File: config.mk
export PLATFORM = sky130hd
export DESIGN_NAME = video_packet_header_parser_top
export DESIGN_NICKNAME = d
export VERILOG_FILES = /design/src/rtl/vphp_pkg.sv /design/src/rtl/vphp_cfg_regs.sv /design/src/rtl/vphp_in_stage.sv /design/src/rtl/vphp_parser.sv /design/src/rtl/video_packet_header_parser_top.sv
export SDC_FILE = /design/constraint.sdc
export NUM_CORES = 1
export LEC_CHECK = 0
export ABC_CLOCK_PERIOD_IN_PS = 10220
export CORE_AREA = 2 2 204 206
export CTS_BUF_LIST = sky130_fd_sc_hd__clkbuf_4 sky130_fd_sc_hd__clkbuf_8 sky130_fd_sc_hd__clkbuf_16
export CTS_CLUSTER_DIAMETER = 60
export DETAILED_ROUTE_END_ITERATION = 10
export DIE_AREA = 0 0 206 208
export DONT_BUFFER_PORTS = 1
export GPL_TIMING_DRIVEN = 0
export PLACE_DENSITY_LB_ADDON = 0.12
export REMOVE_ABC_BUFFERS = 1
export SLEW_MARGIN = 25
export SYNTH_ARGS = -nofsm -noshare
export SYNTH_HDL_FRONTEND = slang
export SYNTH_SLANG_ARGS = --single-unit
File: constraint.sdc
create_clock -name clk -period 10.22 [get_ports clk]
set_input_delay 1.533 -clock clk [delete_from_list [all_inputs] [get_ports clk]]
set_output_delay 1.533 -clock clk [all_outputs]
set_load 0.01 [all_outputs]
File: src/rtl/vphp_pkg.sv
// Shared constants, types and the CRC-16/ARC byte update for the header parser.
package vphp_pkg;

  localparam int HEADER_BYTES = 30;
  localparam int CRC_SPAN     = 28;
  localparam int POS_W        = 5;
  localparam int CFG_ADDR_W   = 4;
  localparam int CFG_DATA_W   = 32;

  localparam logic [7:0]  CHANNEL_MAX   = 8'd3;
  localparam logic [15:0] CRC_POLY_REFL = 16'hA001;
  localparam logic [15:0] CRC_INIT      = 16'h0000;

  typedef enum logic [2:0] {
    STS_OK         = 3'd0,
    STS_MAGIC      = 3'd1,
    STS_VERSION    = 3'd2,
    STS_CHANNEL    = 3'd3,
    STS_FRAGMENT   = 3'd4,
    STS_CRC        = 3'd5,
    STS_AU_SIZE    = 3'd6,
    STS_FRAG_TOTAL = 3'd7
  } status_t;

  typedef enum logic [1:0] {
    REG_EXPECTED_MAGIC   = 2'd0,
    REG_EXPECTED_VERSION = 2'd1,
    REG_AU_SIZE_LIMIT    = 2'd2,
    REG_FRAG_TOTAL_LIMIT = 2'd3
  } cfg_idx_t;

  typedef struct packed {
    logic [15:0] expected_magic;
    logic [7:0]  expected_version;
    logic [31:0] au_size_limit;
    logic [15:0] frag_total_limit;
  } cfg_t;

  typedef struct packed {
    logic       valid;
    logic [7:0] hdr_byte;
    logic       start;
  } in_item_t;

  function automatic logic [15:0] crc16_update(input logic [15:0] crc_in,
                                               input logic [7:0]  b);
    logic [15:0] c;
    c = crc_in ^ {8'h00, b};
    for (int k = 0; k < 8; k++) begin
      if (c[0]) c = (c >> 1) ^ CRC_POLY_REFL;
      else      c = c >> 1;
    end
    return c;
  endfunction

endpackage

File: src/rtl/vphp_cfg_regs.sv
// APB-style configuration registers of the header parser.
module vphp_cfg_regs
  import vphp_pkg::*;
(
  input  logic                  clk,
  input  logic                  rst_n,
  input  logic                  psel,
  input  logic                  penable,
  input  logic                  pwrite,
  input  logic [CFG_ADDR_W-1:0] paddr,
  input  logic [CFG_DATA_W-1:0] pwdata,
  output logic [CFG_DATA_W-1:0] prdata,
  output logic                  pready,
  output cfg_t                  cfg
);

  cfg_t     cfg_r;
  cfg_idx_t idx;
  logic     wr_en;

  assign pready = 1'b1;
  assign idx    = cfg_idx_t'(paddr[3:2]);
  assign wr_en  = psel & penable & pwrite & pready;
  assign cfg    = cfg_r;

  always_ff @(posedge clk) begin
    if (!rst_n) begin
      cfg_r.expected_magic   <= 16'h0000;
      cfg_r.expected_version <= 8'h01;
      cfg_r.au_size_limit    <= 32'hFFFF_FFFF;
      cfg_r.frag_total_limit <= 16'hFFFF;
    end else if (wr_en) begin
      case (idx)
        REG_EXPECTED_MAGIC:   cfg_r.expected_magic   <= pwdata[15:0];
        REG_EXPECTED_VERSION: cfg_r.expected_version <= pwdata[7:0];
        REG_AU_SIZE_LIMIT:    cfg_r.au_size_limit    <= pwdata;
        REG_FRAG_TOTAL_LIMIT: cfg_r.frag_total_limit <= pwdata[15:0];
        default: ;
      endcase
    end
  end

  always_comb begin
    case (idx)
      REG_EXPECTED_MAGIC:   prdata = {16'h0000, cfg_r.expected_magic};
      REG_EXPECTED_VERSION: prdata = {24'h000000, cfg_r.expected_version};
      REG_AU_SIZE_LIMIT:    prdata = cfg_r.au_size_limit;
      REG_FRAG_TOTAL_LIMIT: prdata = {16'h0000, cfg_r.frag_total_limit};
      default:              prdata = '0;
    endcase
  end

endmodule

File: src/rtl/vphp_in_stage.sv
// Input register of the header parser: holds one accepted byte transaction.
module vphp_in_stage
  import vphp_pkg::*;
(
  input  logic       clk,
  input  logic       rst_n,
  input  logic       in_valid,
  output logic       in_ready,
  input  logic [7:0] in_header_byte,
  input  logic       in_start_flag,
  input  logic       take,
  output in_item_t   item
);

  logic       valid_r;
  logic [7:0] byte_r;
  logic       start_r;

  assign in_ready = !valid_r || take;
  assign item     = '{valid: valid_r, hdr_byte: byte_r, start: start_r};

  always_ff @(posedge clk) begin
    if (!rst_n) begin
      valid_r <= 1'b0;
    end else if (in_ready) begin
      valid_r <= in_valid;
    end
  end

  always_ff @(posedge clk) begin
    if (in_valid && in_ready) begin
      byte_r  <= in_header_byte;
      start_r <= in_start_flag;
    end
  end

endmodule

File: src/rtl/vphp_parser.sv
// Parse state, header byte store, CRC, checks and the result register.
module vphp_parser
  import vphp_pkg::*;
(
  input  logic        clk,
  input  logic        rst_n,
  input  in_item_t    item,
  input  cfg_t        cfg,
  output logic        take,
  output logic        out_valid,
  input  logic        out_ready,
  output logic [2:0]  out_status,
  output logic [7:0]  out_channel,
  output logic [31:0] out_frame_number,
  output logic [15:0] out_fragment_index,
  output logic [15:0] out_fragment_count,
  output logic [7:0]  out_keyframe,
  output logic [7:0]  out_nal_kind,
  output logic [15:0] out_nal_count,
  output logic [63:0] out_timestamp,
  output logic [31:0] out_unit_size
);

  localparam int STORE_BYTES = HEADER_BYTES - 1;

  logic             active_r, active_nxt;
  logic [POS_W-1:0] pos_r, pos_nxt;
  logic [15:0]      crc_r, crc_nxt;
  logic [7:0]       hdr_r [0:STORE_BYTES-1];

  logic             act;
  logic [POS_W-1:0] pos_eff;
  logic [15:0]      crc_eff;
  logic             wr_en;
  logic             emit;
  logic             load;

  logic [15:0] magic, fr_index, fr_count, rx_crc;
  status_t     status;

  logic        out_valid_r;
  status_t     status_r;
  logic [7:0]  channel_r, keyframe_r, nal_kind_r;
  logic [31:0] frame_r, unit_size_r;
  logic [15:0] fr_index_r, fr_count_r, nal_count_r;
  logic [63:0] timestamp_r;

  // A start flag restarts the parse with this byte as byte 0.
  always_comb begin
    if (item.start) begin
      act     = 1'b1;
      pos_eff = '0;
      crc_eff = CRC_INIT;
    end else begin
      act     = active_r;
      pos_eff = pos_r;
      crc_eff = crc_r;
    end
  end

  assign emit  = item.valid && act && (pos_eff == POS_W'(HEADER_BYTES - 1));
  assign take  = item.valid && (!emit || !out_valid_r || out_ready);
  assign wr_en = take && act && (pos_eff < POS_W'(STORE_BYTES));
  assign load  = take && emit;

  always_comb begin
    active_nxt = active_r;
    pos_nxt    = pos_r;
    crc_nxt    = crc_r;
    if (take && act) begin
      if (pos_eff >= POS_W'(HEADER_BYTES)) begin
        active_nxt = 1'b0;
        pos_nxt    = '0;
      end else begin
        crc_nxt = (pos_eff < POS_W'(CRC_SPAN)) ? crc16_update(crc_eff, item.hdr_byte)
                                               : crc_eff;
        if (pos_eff == POS_W'(HEADER_BYTES - 1)) begin
          active_nxt = 1'b0;
          pos_nxt    = '0;
        end else begin
          active_nxt = 1'b1;
          pos_nxt    = pos_eff + POS_W'(1);
        end
      end
    end
  end

  always_ff @(posedge clk) begin
    if (!rst_n) begin
      active_r <= 1'b0;
      pos_r    <= '0;
      crc_r    <= CRC_INIT;
    end else begin
      active_r <= active_nxt;
      pos_r    <= pos_nxt;
      crc_r    <= crc_nxt;
    end
  end

  always_ff @(posedge clk) begin
    for (int i = 0; i < STORE_BYTES; i++) begin
      if (wr_en && (pos_eff == POS_W'(i))) hdr_r[i] <= item.hdr_byte;
    end
  end

  assign magic    = {hdr_r[0], hdr_r[1]};
  assign fr_index = {hdr_r[8], hdr_r[9]};
  assign fr_count = {hdr_r[10], hdr_r[11]};
  // Last CRC byte is the one in flight.
  assign rx_crc   = {hdr_r[28], item.hdr_byte};

  always_comb begin
    if (magic != cfg.expected_magic)                         status = STS_MAGIC;
    else if (hdr_r[2] != cfg.expected_version)               status = STS_VERSION;
    else if (hdr_r[3] > CHANNEL_MAX)                         status = STS_CHANNEL;
    else if (fr_count == 16'h0000 || fr_index >= fr_count)   status = STS_FRAGMENT;
    else if (crc_r != rx_crc)                                status = STS_CRC;
    else if ({hdr_r[24], hdr_r[25], hdr_r[26], hdr_r[27]} > cfg.au_size_limit)
                                                             status = STS_AU_SIZE;
    else if (fr_count > cfg.frag_total_limit)                status = STS_FRAG_TOTAL;
    else                                                     status = STS_OK;
  end

  always_ff @(posedge clk) begin
    if (!rst_n) begin
      out_valid_r <= 1'b0;
    end else if (load) begin
      out_valid_r <= 1'b1;
    end else if (out_ready) begin
      out_valid_r <= 1'b0;
    end
  end

  always_ff @(posedge clk) begin
    if (load) begin
      status_r     <= status;
      channel_r    <= hdr_r[3];
      frame_r      <= {hdr_r[4], hdr_r[5], hdr_r[6], hdr_r[7]};
      fr_index_r   <= fr_index;
      fr_count_r   <= fr_count;
      keyframe_r   <= hdr_r[12];
      nal_kind_r   <= hdr_r[13];
      nal_count_r  <= {hdr_r[14], hdr_r[15]};
      timestamp_r  <= {hdr_r[16], hdr_r[17], hdr_r[18], hdr_r[19],
                       hdr_r[20], hdr_r[21], hdr_r[22], hdr_r[23]};
      unit_size_r  <= {hdr_r[24], hdr_r[25], hdr_r[26], hdr_r[27]};
    end
  end

  assign out_valid          = out_valid_r;
  assign out_status         = status_r;
  assign out_channel        = channel_r;
  assign out_frame_number   = frame_r;
  assign out_fragment_index = fr_index_r;
  assign out_fragment_count = fr_count_r;
  assign out_keyframe       = keyframe_r;
  assign out_nal_kind       = nal_kind_r;
  assign out_nal_count      = nal_count_r;
  assign out_timestamp      = timestamp_r;
  assign out_unit_size      = unit_size_r;

endmodule

File: src/rtl/video_packet_header_parser_top.sv
// Throughput: one header byte per cycle, set by the single input-to-result register pass;
// byte 29 waits in the input register only while an earlier result is not yet taken.
// The result of byte 29 is valid once that byte has passed the input register and then
// the result register; other bytes give no result.
// Parse state, CRC and result valid clear on synchronous active-low reset;
// configuration registers return to their reset values; the byte store is not cleared.
module video_packet_header_parser_top
  import vphp_pkg::*;
(
  input  logic                  clk,
  input  logic                  rst_n,
  input  logic                  in_valid,
  output logic                  in_ready,
  input  logic [7:0]            in_header_byte,
  input  logic                  in_start_flag,
  output logic                  out_valid,
  input  logic                  out_ready,
  output logic [2:0]            out_status,
  output logic [7:0]            out_channel,
  output logic [31:0]           out_frame_number,
  output logic [15:0]           out_fragment_index,
  output logic [15:0]           out_fragment_count,
  output logic [7:0]            out_keyframe,
  output logic [7:0]            out_nal_kind,
  output logic [15:0]           out_nal_count,
  output logic [63:0]           out_timestamp,
  output logic [31:0]           out_unit_size,
  input  logic                  psel,
  input  logic                  penable,
  input  logic                  pwrite,
  input  logic [CFG_ADDR_W-1:0] paddr,
  input  logic [CFG_DATA_W-1:0] pwdata,
  output logic [CFG_DATA_W-1:0] prdata,
  output logic                  pready
);

  cfg_t     cfg;
  in_item_t item;
  logic     take;

  vphp_cfg_regs u_cfg (
    .clk     (clk),
    .rst_n   (rst_n),
    .psel    (psel),
    .penable (penable),
    .pwrite  (pwrite),
    .paddr   (paddr),
    .pwdata  (pwdata),
    .prdata  (prdata),
    .pready  (pready),
    .cfg     (cfg)
  );

  vphp_in_stage u_in (
    .clk            (clk),
    .rst_n          (rst_n),
    .in_valid       (in_valid),
    .in_ready       (in_ready),
    .in_header_byte (in_header_byte),
    .in_start_flag  (in_start_flag),
    .take           (take),
    .item           (item)
  );

  vphp_parser u_parser (
    .clk                (clk),
    .rst_n              (rst_n),
    .item               (item),
    .cfg                (cfg),
    .take               (take),
    .out_valid          (out_valid),
    .out_ready          (out_ready),
    .out_status         (out_status),
    .out_channel        (out_channel),
    .out_frame_number   (out_frame_number),
    .out_fragment_index (out_fragment_index),
    .out_fragment_count (out_fragment_count),
    .out_keyframe       (out_keyframe),
    .out_nal_kind       (out_nal_kind),
    .out_nal_count      (out_nal_count),
    .out_timestamp      (out_timestamp),
    .out_unit_size      (out_unit_size)
  );

endmodule
==> impl_metrics.py <==
metrics = {
    "synth": {
        "synthMuxAreaShare_pct": 1.30,
        "avgSynthCellArea_um2": 15.8,
        "synth-adder-area-share_pct": 4.30,
        "synth.distinct_cells": 54,
        "synth_top_family_by_area": "simple AND/OR/NAND/NOR gates",
        "yosysWarnings": 0,
        "synth_xor_area_share_pct": 3.18,
        "synth-compound-area-share_pct": 5.97,
        "synth-simple-area-share_pct": 7.15,
        "synth_top_area_share_pct": 66.4,
        "ys.flop_type": "edfxtp_1",
        "synth_seq_cells": 540,
        "synth-edff-count": 444,
        "synthCells": 1272,
        "synth_top_area_cell": "edfxtp_1",
        "synth_area_um2": 20100,
        "synth.area.top_cells": "edfxtp_1, dfxtp_1, ha_1",
        "synthArstFlopShare_pct": 0,
        "seq_area_frac_synth_pct": 75.9,
    },
    "layout": {
        "fin_nets": 1441,
        "n_antenna_cell": 0,
        "fill_cells": 3146,
        "syn_to_final_growth_pct": 14.8,
        "drive_gt1_share_pct": 9.91,
    },
    "sta": {
        "setup_viol_count_final": 0,
        "period_minus_slack_ns": 4.58,
        "tns_ns": 0,
        "drv_slew": 0,
        "hold_viol": 0,
        "fin_crit_sh_pct": 44.8,
        "tightest_slew_ns": 1.05,
        "max_freq_mhz": 218,
        "grt_setup_unrepaired": "false",
        "maxSlewHeadroom_pct": 29.6,
        "worst_clock_skew_ns": 0.0116,
    },
    "power_and_ir_drop": {
        "leakagePower_nw": 8.21,
        "sequentialPowerShare_pct": 52.3,
        "p_comb_share_pct": 3.1,
        "powerDensity_nw_per_um2": 200,
        "ir_drop_uv": 132,
        "p_int_mw": 3.67,
        "p_sw_mw": 0.929,
        "power.total_mw": 4.60,
        "power_frac_clock_pct": 44.6,
        "switching_share_pct": 20.2,
    },
    "global_route": {
        "antenna_found_initial": 0,
        "grt_pass1_wl_mm": 67.3,
        "grt_max_degree": 98,
        "grt_pass1_vias": 10300,
        "overflow": 0,
        "grt_usage_pct": 21.5,
    },
    "clocking": {
        "cts_tree": "done",
        "cts_buffers": 54,
        "ctsHtreeMaxLevel": 2,
        "cts_setup_buffers": 0,
        "cts_buffer_depth": 3,
        "clkTransAtPathRegs_ns": 0.06,
        "cts.sinks": 540,
        "clockRootBuffer": "clkbuf_16",
        "ctsHoldBuffers": 0,
        "ctsResizeCount": 0,
        "insertion_delay_ns": 0.60,
    },
    "routing": {
        "wirelength_mm": 46.0,
        "final_antenna_net_count": 0,
        "viasPerCell": 5.47,
        "via_count": 10400,
        "post-route-drc-count": 0,
        "initialDrtViolationCount": 788,
        "first_pass_iters": 5,
        "routedWlPerCell_um": 24.3,
    },
    "min_path": {
        "hold_path_class": "reg2reg",
    },
    "floorplanning": {
        "start_util_pct": 49.5,
        "fp-row-count": 74,
        "fp.dieH_um": 208,
        "core_area_um2": 40600,
        "design.die.area_um2": 42800,
        "io_pins": 290,
        "die_x_um": 206,
    },
    "worst_setup_path": {
        "worstPathMaxFanout": 29,
        "end_kind": "output pin",
        "crit_arrival_ns": 3.04,
        "cp-start-kind": "register",
        "required_ns": 8.69,
        "critical_path_class": "reg2out",
    },
    "job": {
        "maxCapViolCount": 0,
    },
    "placed_design": {
        "gp_congestion": 0.783,
        "portBuffers": 0,
        "hpwl_mm": 32.0,
    },
    "status": {
        "status": "complete, no violations",
    },
}
[worst max-delay path, cell delays in order, from the launching register on]
cell and delay, ns:
edfxtp_1 0.76, nand2b_1 0.36, inv_1 0.14, ha_1 0.42, nand2_1 0.13, nor3_1 0.46
inv_1 0.17
[cell usage after synthesis, types with 9 or more instances]
library cell and count:
a21boi_0 15, a21boi_1 10, a21o_1 16, a21oi_1 25, and2_1 37, buf_2 10
clkbuf_1 24, dfxtp_1 96, edfxtp_1 444, ha_1 69, inv_1 72, nand2_1 123
nand2b_1 9, nand4_1 23, nor2_1 40, nor2b_1 22, nor4_1 13, o211ai_1 54
o21ai_0 18, o21ai_1 9, xnor2_1 44, xor2_1 22
[sequential cells by signal (all words and copies together), names as in the netlist, 16 cells and up]
signal / flops
u_parser.hdr_r: 232
u_cfg.cfg: 72
out_timestamp: 64
out_frame_number: 32
u_parser.out_unit_size: 32
out_nal_count: 16
u_parser.crc_r: 16
u_parser.out_fragment_count: 16
u_parser.out_fragment_index: 16
[final timing paths]
path,startpoint,to,slack [ns],cells after the start
worst max-delay path,u_in.start_r,in_ready,5.64,6
worst min-delay path,u_parser.hdr_r[3][16],out_nal_count[8],0.41,0
worst min register to register,u_parser.hdr_r[3][16],out_nal_count[8],0.41,0
worst max register to register,u_in.start_r,out_timestamp[60],6.68,9
[routing by layer]
layer | track usage, % | share of wire [%] | routed length (um) | vias to the layer above
li1 | - | - | - | 4799
met1 | 29.7 | 44 | 20200 | 5164
met2 | 34.7 | 48 | 22000 | 341
met3 | 4.67 | 6.1 | 2790 | 63
met4 | 5.79 | 2.2 | 1030 | 0
met5 | 0 | 0 | 0 | -
[power groups by stage]
stage	combinational [mW]	sequential (mW)	clock, mW
final	0.143	2.41	2.05
after global placement	0.0944	2.49	0
after CTS	0.146	2.41	2.10
after floorplan	0.0784	2.45	0
after detailed placement	0.145	2.45	0
after global routing	0.156	2.41	2.18
[cell type report]
cell class / instances / area, um^2 / area share, %
clock buffers: 61 / 1410 / 6.11
multi-input cells: 622 / 4420 / 19.2
well taps: 532 / 666 / 2.89
inverters: 72 / 270 / 1.17
clock inverters: 37 / 470 / 2.04
flip-flops and latches: 540 / 15300 / 66.1
repair buffers: 30 / 571 / 2.47
[cells in the final DEF (no fill, tap or decap), types with 21 or more instances in the layout]
| cell type | synthesis | layout |
|---|---|---|
| a21oi_1 | 25 | 25 |
| and2_1 | 37 | 36 |
| clkbuf_16 | 0 | 54 |
| dfxtp_1 | 96 | 96 |
| edfxtp_1 | 444 | 444 |
| ha_1 | 69 | 69 |
| inv_1 | 72 | 72 |
| nand2_1 | 123 | 123 |
| nand4_1 | 23 | 23 |
| nor2_1 | 40 | 38 |
| nor2b_1 | 22 | 21 |
| o211ai_1 | 54 | 54 |
| xnor2_1 | 44 | 44 |
| xor2_1 | 22 | 22 |
[per-stage QoR]
| step | std cells | utilization [%] | hold WS [ns] | cell area (um^2) | worst slack, ns |
|---|---|---|---|---|---|
| 3_5_place_dp | 1796 | 52.2 | 0.405 | 21200 | 6.00 |
| 3_3_place_gp | 1766 | 50.8 | 0.401 | 20600 | -4.67 |
| 2_1_floorplan | 1234 | - | 0.400 | 19900 | -0.560 |
| 6_report | 1894 | 56.9 | 0.410 | 23100 | 5.64 |
| 4_1_cts | 1894 | 56.9 | 0.415 | 23100 | 5.58 |
| 5_1_grt | 1894 | 56.9 | 0.415 | 23100 | 5.37 |
[cell families after synthesis]
kind of cell,Yosys count
AO/OA/AOI/OAI,173
XOR/XNOR,69
adder cells (fa/ha/maj),69
buffers and inverters,110
flip-flops,540
multiplexers,16
other,1
AND/OR/NAND/NOR,294
Power figures use the tool's default switching activity.
